===== config.mk =====
export PLATFORM = sky130hd
export DESIGN_NAME = fsnr_ctrl
export DESIGN_NICKNAME = d
export VERILOG_FILES = /design/src/sv/fsnr_pkg.sv /design/src/sv/fsnr_ctrl.sv
export SDC_FILE = /design/constraint.sdc
export NUM_CORES = 1
export LEC_CHECK = 0
export ABC_AREA = 0
export BUFFER_PORTS_ARGS = -buffer_cell sky130_fd_sc_hd__clkbuf_2
export CORE_MARGIN = 5
export CORE_UTILIZATION = 35
export CTS_CLUSTER_SIZE = 20
export DETAILED_ROUTE_END_ITERATION = 10
export HOLD_SLACK_MARGIN = 0.15
export SLEW_MARGIN = 20
export SYNTH_ARGS = -nofsm -noshare
export SYNTH_HDL_FRONTEND = slang
export SYNTH_SLANG_ARGS = --single-unit

===== constraint.sdc =====
create_clock -name clk -period 1.8 [get_ports clk]
set_input_delay 0.27 -clock clk [delete_from_list [all_inputs] [get_ports clk]]
set_output_delay 0.27 -clock clk [all_outputs]
set_load 0.02 [all_outputs]

===== src/sv/fsnr_pkg.sv =====
// Shared types and constants for the frame store with normalized readout.
// Holds the item and result payloads, opcodes, register indexes, controller
// states and the command/status bundles between controller and datapath.
package fsnr_pkg;

    localparam int OP_W        = 3;
    localparam int COORD_W     = 11;
    localparam int SIDE_W      = 12;
    localparam int CHAN_W      = 16;
    localparam int BYTE_W      = 8;
    localparam int CFG_INDEX_W = 2;
    localparam int LANE_W      = 2;
    localparam int AREA_W      = 24;

    localparam logic [OP_W-1:0] OP_WRITE_COLOUR = 3'd0;
    localparam logic [OP_W-1:0] OP_WRITE_DEPTH  = 3'd1;
    localparam logic [OP_W-1:0] OP_READ_COLOUR  = 3'd2;
    localparam logic [OP_W-1:0] OP_READ_DEPTH   = 3'd3;
    localparam logic [OP_W-1:0] OP_SCAN         = 3'd4;
    localparam logic [OP_W-1:0] OP_NORM_READ    = 3'd5;

    localparam logic [CFG_INDEX_W-1:0] REG_FRAME_WIDTH  = 2'd0;
    localparam logic [CFG_INDEX_W-1:0] REG_FRAME_HEIGHT = 2'd1;

    localparam logic [SIDE_W-1:0] SIDE_RESET = 12'd256;
    localparam logic [CHAN_W-1:0] ONE_Q88    = 16'd256;
    localparam logic [CHAN_W-1:0] CHAN_MAX   = 16'hFFFF;

    localparam logic [LANE_W-1:0] LANE_RED   = 2'd0;
    localparam logic [LANE_W-1:0] LANE_GREEN = 2'd1;
    localparam logic [LANE_W-1:0] LANE_BLUE  = 2'd2;
    localparam logic [LANE_W-1:0] LANE_GREY  = 2'd3;

    typedef struct packed {
        logic [OP_W-1:0]    operation;
        logic [COORD_W-1:0] x;
        logic [COORD_W-1:0] y;
        logic [CHAN_W-1:0]  red;
        logic [CHAN_W-1:0]  green;
        logic [CHAN_W-1:0]  blue;
        logic [CHAN_W-1:0]  depth;
    } item_t;

    typedef struct packed {
        logic               status;
        logic [CHAN_W-1:0]  read_red;
        logic [CHAN_W-1:0]  read_green;
        logic [CHAN_W-1:0]  read_blue;
        logic [CHAN_W-1:0]  read_depth;
        logic [BYTE_W-1:0]  red_byte;
        logic [BYTE_W-1:0]  green_byte;
        logic [BYTE_W-1:0]  blue_byte;
        logic [BYTE_W-1:0]  grey_byte;
        logic [CHAN_W-1:0]  colour_peak_out;
        logic [CHAN_W-1:0]  depth_low_out;
        logic [CHAN_W-1:0]  depth_high_out;
    } result_t;

    typedef enum logic [3:0] {
        ST_CLEAR,
        ST_IDLE,
        ST_LOCATE,
        ST_WRITE,
        ST_READ,
        ST_SCAN,
        ST_SCAN_TAIL,
        ST_DIV_START,
        ST_DIV_WAIT,
        ST_FINISH
    } state_t;

    typedef struct packed {
        logic              capture;
        logic              locate;
        logic              clear;
        logic              ram_write;
        logic              ram_read;
        logic              scan_step;
        logic              scan_commit;
        logic              div_start;
        logic [LANE_W-1:0] div_lane;
        logic              load_result;
    } ctrl_cmd_t;

    typedef struct packed {
        logic [OP_W-1:0] op;
        logic            ok;
        logic            clear_last;
        logic            scan_last;
        logic            div_done;
        logic            result_free;
    } ctrl_sts_t;

endpackage


===== src/sv/fsnr_ctrl.sv =====
// Controller state machine: clearing pass, item sequencing, scan walk and
// divider lanes. Depends on fsnr_pkg.
module fsnr_ctrl (
    input  logic                clk,
    input  logic                rst_n,
    input  logic                item_valid,
    output logic                item_stall,
    output fsnr_pkg::ctrl_cmd_t cmd,
    input  fsnr_pkg::ctrl_sts_t sts
);
    import fsnr_pkg::*;

    state_t            state_reg, state_next;
    logic [LANE_W-1:0] lane_reg, lane_next;

    always_ff @(posedge clk or negedge rst_n)
    begin
        if (!rst_n)
        begin
            state_reg <= ST_CLEAR;
            lane_reg  <= '0;
        end
        else
        begin
            state_reg <= state_next;
            lane_reg  <= lane_next;
        end
    end

    always_comb
    begin
        state_next   = state_reg;
        lane_next    = lane_reg;
        cmd          = '0;
        cmd.div_lane = lane_reg;
        item_stall   = 1'b1;
        case (state_reg)
            ST_CLEAR:
            begin
                cmd.clear = 1'b1;
                if (sts.clear_last)
                begin
                    state_next = ST_IDLE;
                end
            end
            ST_IDLE:
            begin
                item_stall = 1'b0;
                if (item_valid)
                begin
                    cmd.capture = 1'b1;
                    state_next  = ST_LOCATE;
                end
            end
            ST_LOCATE:
            begin
                cmd.locate = 1'b1;
                state_next = ST_FINISH;
                if (sts.op == OP_SCAN)
                begin
                    state_next = ST_SCAN;
                end
                else if (sts.op inside {OP_WRITE_COLOUR, OP_WRITE_DEPTH})
                begin
                    state_next = ST_WRITE;
                end
                else if (sts.op inside {OP_READ_COLOUR, OP_READ_DEPTH, OP_NORM_READ})
                begin
                    state_next = ST_READ;
                end
            end
            ST_WRITE:
            begin
                cmd.ram_write = sts.ok;
                state_next    = ST_FINISH;
            end
            ST_READ:
            begin
                cmd.ram_read = sts.ok;
                lane_next    = LANE_RED;
                if (sts.ok && (sts.op == OP_NORM_READ))
                begin
                    state_next = ST_DIV_START;
                end
                else
                begin
                    state_next = ST_FINISH;
                end
            end
            ST_SCAN:
            begin
                cmd.scan_step = 1'b1;
                if (sts.scan_last)
                begin
                    state_next = ST_SCAN_TAIL;
                end
            end
            ST_SCAN_TAIL:
            begin
                cmd.scan_commit = 1'b1;
                state_next      = ST_FINISH;
            end
            ST_DIV_START:
            begin
                cmd.div_start = 1'b1;
                state_next    = ST_DIV_WAIT;
            end
            ST_DIV_WAIT:
            begin
                if (sts.div_done)
                begin
                    if (lane_reg == LANE_GREY)
                    begin
                        state_next = ST_FINISH;
                    end
                    else
                    begin
                        lane_next  = lane_reg + LANE_W'(1);
                        state_next = ST_DIV_START;
                    end
                end
            end
            ST_FINISH:
            begin
                if (sts.result_free)
                begin
                    cmd.load_result = 1'b1;
                    state_next      = ST_IDLE;
                end
            end
            default:
            begin
                state_next = ST_IDLE;
            end
        endcase
    end

endmodule


==> results of run 1 <==
==> worst max-delay path, stage by stage (launching register included) <==
cell	delay (ns)
dfrtp_2	0.44
buf_4	0.16
nor2_2	0.12
buf_4	0.13
and4_1	0.18
clkbuf_2	0.16
==> worst paths after layout <==
path / to / slack (ns) / depth (start not counted)
setup / recovery: cmd[7] / 0.09 / 5
hold / removal: state_reg[2] / 0.24 / 2
setup reg to reg: state_reg[2] / 0.14 / 4
hold reg to reg: lane_reg[1] / 0.56 / 2
max in group asynchronous: state_reg[3] / 1.24 / 2
min in group asynchronous: lane_reg[1] / 0.39 / 2
==> logic make-up (layout without fill, tap and decap cells) <==
| group | count (synthesis) | after routing | synth area share |
|---|---|---|---|
| flops | 6 | 6 | 0.254 |
| compound gates | 17 | 17 | 0.208 |
| mux | 1 | 1 | 0.0191 |
| simple gates | 40 | 40 | 0.411 |
| buf+inv | 9 | 41 | 0.0720 |
| fa+ha+maj | 1 | 1 | 0.0212 |
| xor+xnor | 1 | 1 | 0.0148 |
==> per-layer routing <==
metal	part of all wire	wire, um
met4	0.0083	15
met2	0.51	913
met5	0	0
met3	0.057	103
met1	0.43	766
==> power by group through the flow <==
stage	combinational, mW	sequential, mW	clock, mW
5_1_grt	0.979	0.300	0.136
4_1_cts	0.841	0.294	0.129
6_report	0.885	0.285	0.124
2_1_floorplan	0.577	0.262	0
3_3_place_gp	0.829	0.287	0
3_5_place_dp	0.834	0.289	0
==> cells in the mapped netlist, types with 2 or more instances <==
cell / n / area share
o32ai_1: 2 / 0.030
clkbuf_1: 2 / 0.013
nand2_1: 5 / 0.032
a21oi_1: 4 / 0.034
nor2_1: 8 / 0.051
or4b_1: 2 / 0.034
inv_1: 4 / 0.025
o22ai_1: 2 / 0.021
a211oi_1: 2 / 0.025
nand3b_1: 2 / 0.025
nor2b_1: 3 / 0.032
dfrtp_1: 6 / 0.25
nand2b_1: 3 / 0.032
nor3_1: 6 / 0.051
==> final cells by class <==
type	instances	area, um2
inverter	5	18.8
clock buffer	3	22.5
tap	16	20.0
fill	175	741
sequential	6	154
multi-input combinational	60	408
timing repair buffer	33	195
==> cells in the final DEF (no fill, tap or decap), drive strengths merged, types with 3 or more instances in the layout <==
cell type and count:
nand2b 3, inv 5, buf 10, dfrtp 6, nor3 6, nand2 5
nor2b 3, a21oi 4, clkbuf 25, or4b 3, nor2 8
==> repair_timing <==
action,4_1_cts,5_1_grt
hold buffers,1,0
endpoints found under the hold margin,6,0
setup endpoints to repair,3,6
gates cloned,0,0
pin swaps,0,0
gates resized for setup,3,3
buffers inserted,0,2
==> impl_metrics.py, run 1 <==
metrics = {
    "global_route": {
        "grt_use_met3": 0.0523,
        "met1_usage": 0.191,
        "grt_pass1_vias": 708,
        "grt_antenna_before_repair": 0,
        "busiest_layer": "met2",
        "grt_pass1_wl_um": 3060,
        "grtUsageMet2": 0.245,
        "grt_util_all_layers": 0.154,
        "grt_remaining_overflow": 0,
        "grt_max_degree": 16,
    },
    "route": {
        "wl_per_cell_um": 14.6,
        "drc": 0,
        "ant_nets": 0,
        "drtIter0Drc": 16,
        "drt_wl_total_um": 1800,
        "via_per_inst": 5.63,
        "drt-pass1-iter-count": 4,
        "num_vias": 693,
    },
    "timing": {
        "slew_headroom": 0.752,
        "hold_viol_final": 0,
        "rsz0062_at_grt": "false",
        "worst_hold_slack_ns": 0.236,
        "max_freq_mhz": 584,
        "fin_skew_ns": 0.000222,
        "setup_ws_ns": 0.0864,
        "finalCritPeriodShare": 0.952,
        "setup_viol": 0,
        "period_needed_ns": 1.71,
        "setup_tns_ns": 0,
        "worstMarginPinSlew_ns": 0.363,
        "drv_slew": 0,
    },
    "yosys": {
        "synth_flop_cell": "dfrtp_1",
        "ys_ff_latch": 6,
        "synth_nets": 87,
        "ys_seq_area_frac": 0.254,
        "syn_area_um2": 591,
        "synth_area_per_cell_um2": 7.87,
        "ys_warn_count": 0,
        "synth_cells": 75,
        "async_flop_share": 1.00,
        "synth_cell_types": 38,
        "synth-edff-count": 0,
    },
    "cts": {
        "htree_levels": 1,
        "cts_tree": "built",
        "clkTransAtPathRegs_ns": 0.04,
        "clock_latency_ns": 0.24,
        "clock_sinks": 6,
        "root_buffer": "clkbuf_4",
        "cts_buffers": 3,
        "ctsLongestPathBuffers": 2,
    },
    "placed_design": {
        "dp_slack_ns": 0.0767,
        "dpl_cell_area_um2": 757,
        "dp.final_hpwl_um": 1430,
        "gp_congestion": 0.847,
        "port_buffers": 22,
        "dp_cells": 117,
    },
    "worst_setup_path": {
        "setup.worst_path.start": "state_reg[2]",
        "critPathRequiredTime_ns": 1.53,
        "worstPathArrival_ns": 1.44,
        "crit_fanout": 6,
        "critPathLaunchType": "flop",
        "r2r-start": "state_reg[2]",
        "crit_path_end_kind": "primary output",
        "critical_path_class": "flop to primary output",
    },
    "finish": {
        "largest_reg_flops": 4,
        "final_util": 0.525,
        "diodes": 0,
        "synthToLayoutAreaGrowth_pct": 38.6,
        "layout.cells.non_filler": 123,
        "drive_above_1_share": 0.430,
        "nNetsFinal": 121,
        "fin_area_um2": 818,
    },
    "run_status": {
        "status": "completed",
    },
    "worst_hold_path": {
        "hp-start": "sts[2]",
        "hp-class": "input pin to flop",
    },
    "pwr": {
        "power_mw": 1.29,
        "sw_frac_of_total": 0.484,
        "switchingPower_mw": 0.626,
        "powerDensity_nw_per_um2": 1580,
        "p_leak_nw": 0.387,
        "p_clk_frac": 0.096,
        "pwr-share-seq": 0.220,
        "power_frac_comb": 0.684,
        "intPower_mw": 0.668,
        "ir_drop_uv": 687,
    },
    "floorplanning": {
        "ios": 23,
        "core_region_area_um2": 1560,
        "rows": 14,
        "dieArea_um2": 2610,
        "die_y_um": 51.1,
        "fp.dieW_um": 51.1,
        "start_util": 0.379,
    },
    "run": {
        "cap_violations": 0,
    },
}
Power figures use the tool's default switching activity.
==> inputs of run 2 (changes only) <==
- CAP_MARGIN: unset -> 20
- SETUP_SLACK_MARGIN: unset -> 0.2
==> run 2 against run 1 <==
  * Final area up 16%
  * Die area unchanged
  * Clock skew is 0.0088 ns higher
  * Worst hold slack better by 0.028 ns
  * Combinational power up 25%
  * Global-route usage down 0.70 points
  * Via count is 5.9% higher
  * Sequential cell count is the same
  * Fmax rose by 5.3%
  * Clock-buffer cell count rose by 1
  * Routed wire length rose by 1.9%
  * Largest cell class unchanged
  * Highest routed layer unchanged
==> impl_metrics.py, run 2 (synthesis results as in run 1) <==
metrics = {
    "timing": {
        "slew_headroom": 0.741,
        "fin_skew_ns": 0.00904,
        "rsz0062_at_grt": "true",
        "drv_slew": 0,
        "setup_tns_ns": 0,
        "max_freq_mhz": 615,
        "setup_viol": 0,
        "hold_viol_final": 0,
        "worst_hold_slack_ns": 0.263,
        "period_needed_ns": 1.63,
        "worstMarginPinSlew_ns": 0.388,
        "finalCritPeriodShare": 0.904,
    },
    "finish": {
        "nNetsFinal": 124,
        "multi_input_area_um2": 475,
        "nFillCells": 138,
        "largest_reg_flops": 4,
        "drive_above_1_share": 0.523,
        "layout_commonest_cell": "buf_4",
        "layout.cells.non_filler": 127,
        "layout_common_cells": "buf_4, clkbuf_2, nand2_1",
        "synthToLayoutAreaGrowth_pct": 60.4,
        "diodes": 0,
        "regArea_um2": 154,
    },
    "global_route": {
        "grt_util_all_layers": 0.147,
        "grt_antenna_before_repair": 0,
        "grt_remaining_overflow": 0,
        "grt_pass1_vias": 670,
        "grt_pass1_wl_um": 2910,
        "grt_max_degree": 13,
    },
    "cts": {
        "clock_latency_ns": 0.25,
        "ctsLongestPathBuffers": 2,
        "htree_levels": 1,
        "cts_buffers": 3,
        "root_buffer": "clkbuf_4",
        "clock_sinks": 6,
        "cts_tree": "built",
        "clkTransAtPathRegs_ns": 0.05,
    },
    "floorplanning": {
        "start_util": 0.379,
        "fp.dieW_um": 51.1,
        "core_region_area_um2": 1560,
        "dieArea_um2": 2610,
        "die_y_um": 51.1,
        "rows": 14,
        "ios": 23,
    },
    "route": {
        "drt-pass1-iter-count": 4,
        "num_vias": 734,
        "drc": 0,
        "via_per_inst": 5.78,
        "wl_met1_um": 731,
        "wl_per_cell_um": 14.4,
        "ant_nets": 0,
        "drtIter0Drc": 28,
        "route.met2.wl_um": 930,
        "drt_wl_total_um": 1830,
        "wl_met3_um": 129,
        "routed.top_layer": "met4",
    },
    "worst_setup_path": {
        "setup.worst_path.start": "state_reg[3]",
        "crit_chain": "nand2b_4, buf_4, nor3_1, buf_2",
        "crit_path_end_kind": "primary output",
        "crit_fanout": 7,
        "reg2regPathDepth": 5,
        "regToRegEndpoint": "state_reg[1]",
        "worst_path_max_delay_cell": "dfrtp_2",
        "critPathLaunchType": "flop",
        "critPathRequiredTime_ns": 1.53,
        "worstPathArrival_ns": 1.36,
        "reg2reg_slack_ns": 0.20,
        "r2r-start": "state_reg[0]",
        "critPathMaxStageDelay_ns": 0.46,
        "critical_path_class": "flop to primary output",
    },
    "placed_design": {
        "dp_cells": 116,
        "gp_congestion": 0.882,
        "port_buffers": 22,
        "dp.final_hpwl_um": 1350,
    },
    "pwr": {
        "p_leak_nw": 0.423,
        "ir_drop_uv": 770,
        "powerDensity_nw_per_um2": 1600,
    },
    "worst_hold_path": {
        "whs_endpoint": "state_reg[2]",
        "hp-start": "sts[2]",
        "hold_depth": 2,
        "hp-class": "input pin to flop",
    },
    "run_status": {
        "status": "completed",
    },
    "run": {
        "cap_violations": 0,
    },
}
[run 2: cell types whose count changed in the layout (fill, tap and decap cells not counted), sizes merged]
cell / change
buf: +10
clkbuf: -6
[run 2: final cells by class]
type / count / area share
Sequential cell: 6 / 0.162
Multi-Input combinational cell: 60 / 0.502
Timing Repair Buffer: 36 / 0.267
Inverter: 5 / 0.0198
Clock buffer: 4 / 0.0277
Tap cell: 16 / 0.0211
[run 2: worst max-delay path by stage]
stage / endpoint / slack [ns] / cells past startpoint
global placement: state_reg[0] / 0.07 / 5
detailed placement: state_reg[0] / 0.04 / 5
CTS: cmd[6] / 0.18 / 4
finish: cmd[3] / 0.17 / 4
global route: cmd[3] / 0.13 / 4
floorplan: state_reg[2] / 0.18 / 5
[run 2: layer usage]
metal / up-vias / GRT usage
met2: 32 / 0.249
li1: 356 / -
met1: 340 / 0.162
met5: - / 0
met4: 0 / 0.0807
met3: 6 / 0.0465
[run 2: repair_timing]
action | CTS | global route
hold buffers | 1 | 0
setup buffers | 4 | 2
cloned | 0 | 0
setup endpoints to repair | 14 | 14
endpoints found under the hold margin | 6 | 0
gates resized for setup | 16 | 19
pin swaps | 2 | 1
[run 2: per-stage QoR]
stage | total power [mW] | worst slack (ns) | util | area, um2
global placement | 1.11 | 0.0674 | 0.487 | 759
detailed placement | 1.11 | 0.0358 | 0.487 | 759
CTS | 1.41 | 0.185 | 0.571 | 890
floorplan | 0.854 | 0.177 | - | 601
global route | 1.63 | 0.127 | 0.608 | 947
finish | 1.51 | 0.173 | 0.608 | 947
[run 2: power by group]
group          total, mW  switching, mW  internal (mW)
clock network      0.132         0.0483         0.0839
registers          0.268         0.0697          0.198
logic               1.11          0.595          0.518
total               1.51          0.714          0.801
[run 2: worst max-delay path, delay by kind of cell, from the launching register on]
family | cells | cell delay, ns
buffers and inverters | 2 | 0.34
AND/OR/NAND/NOR | 2 | 0.30
flip-flops | 1 | 0.46
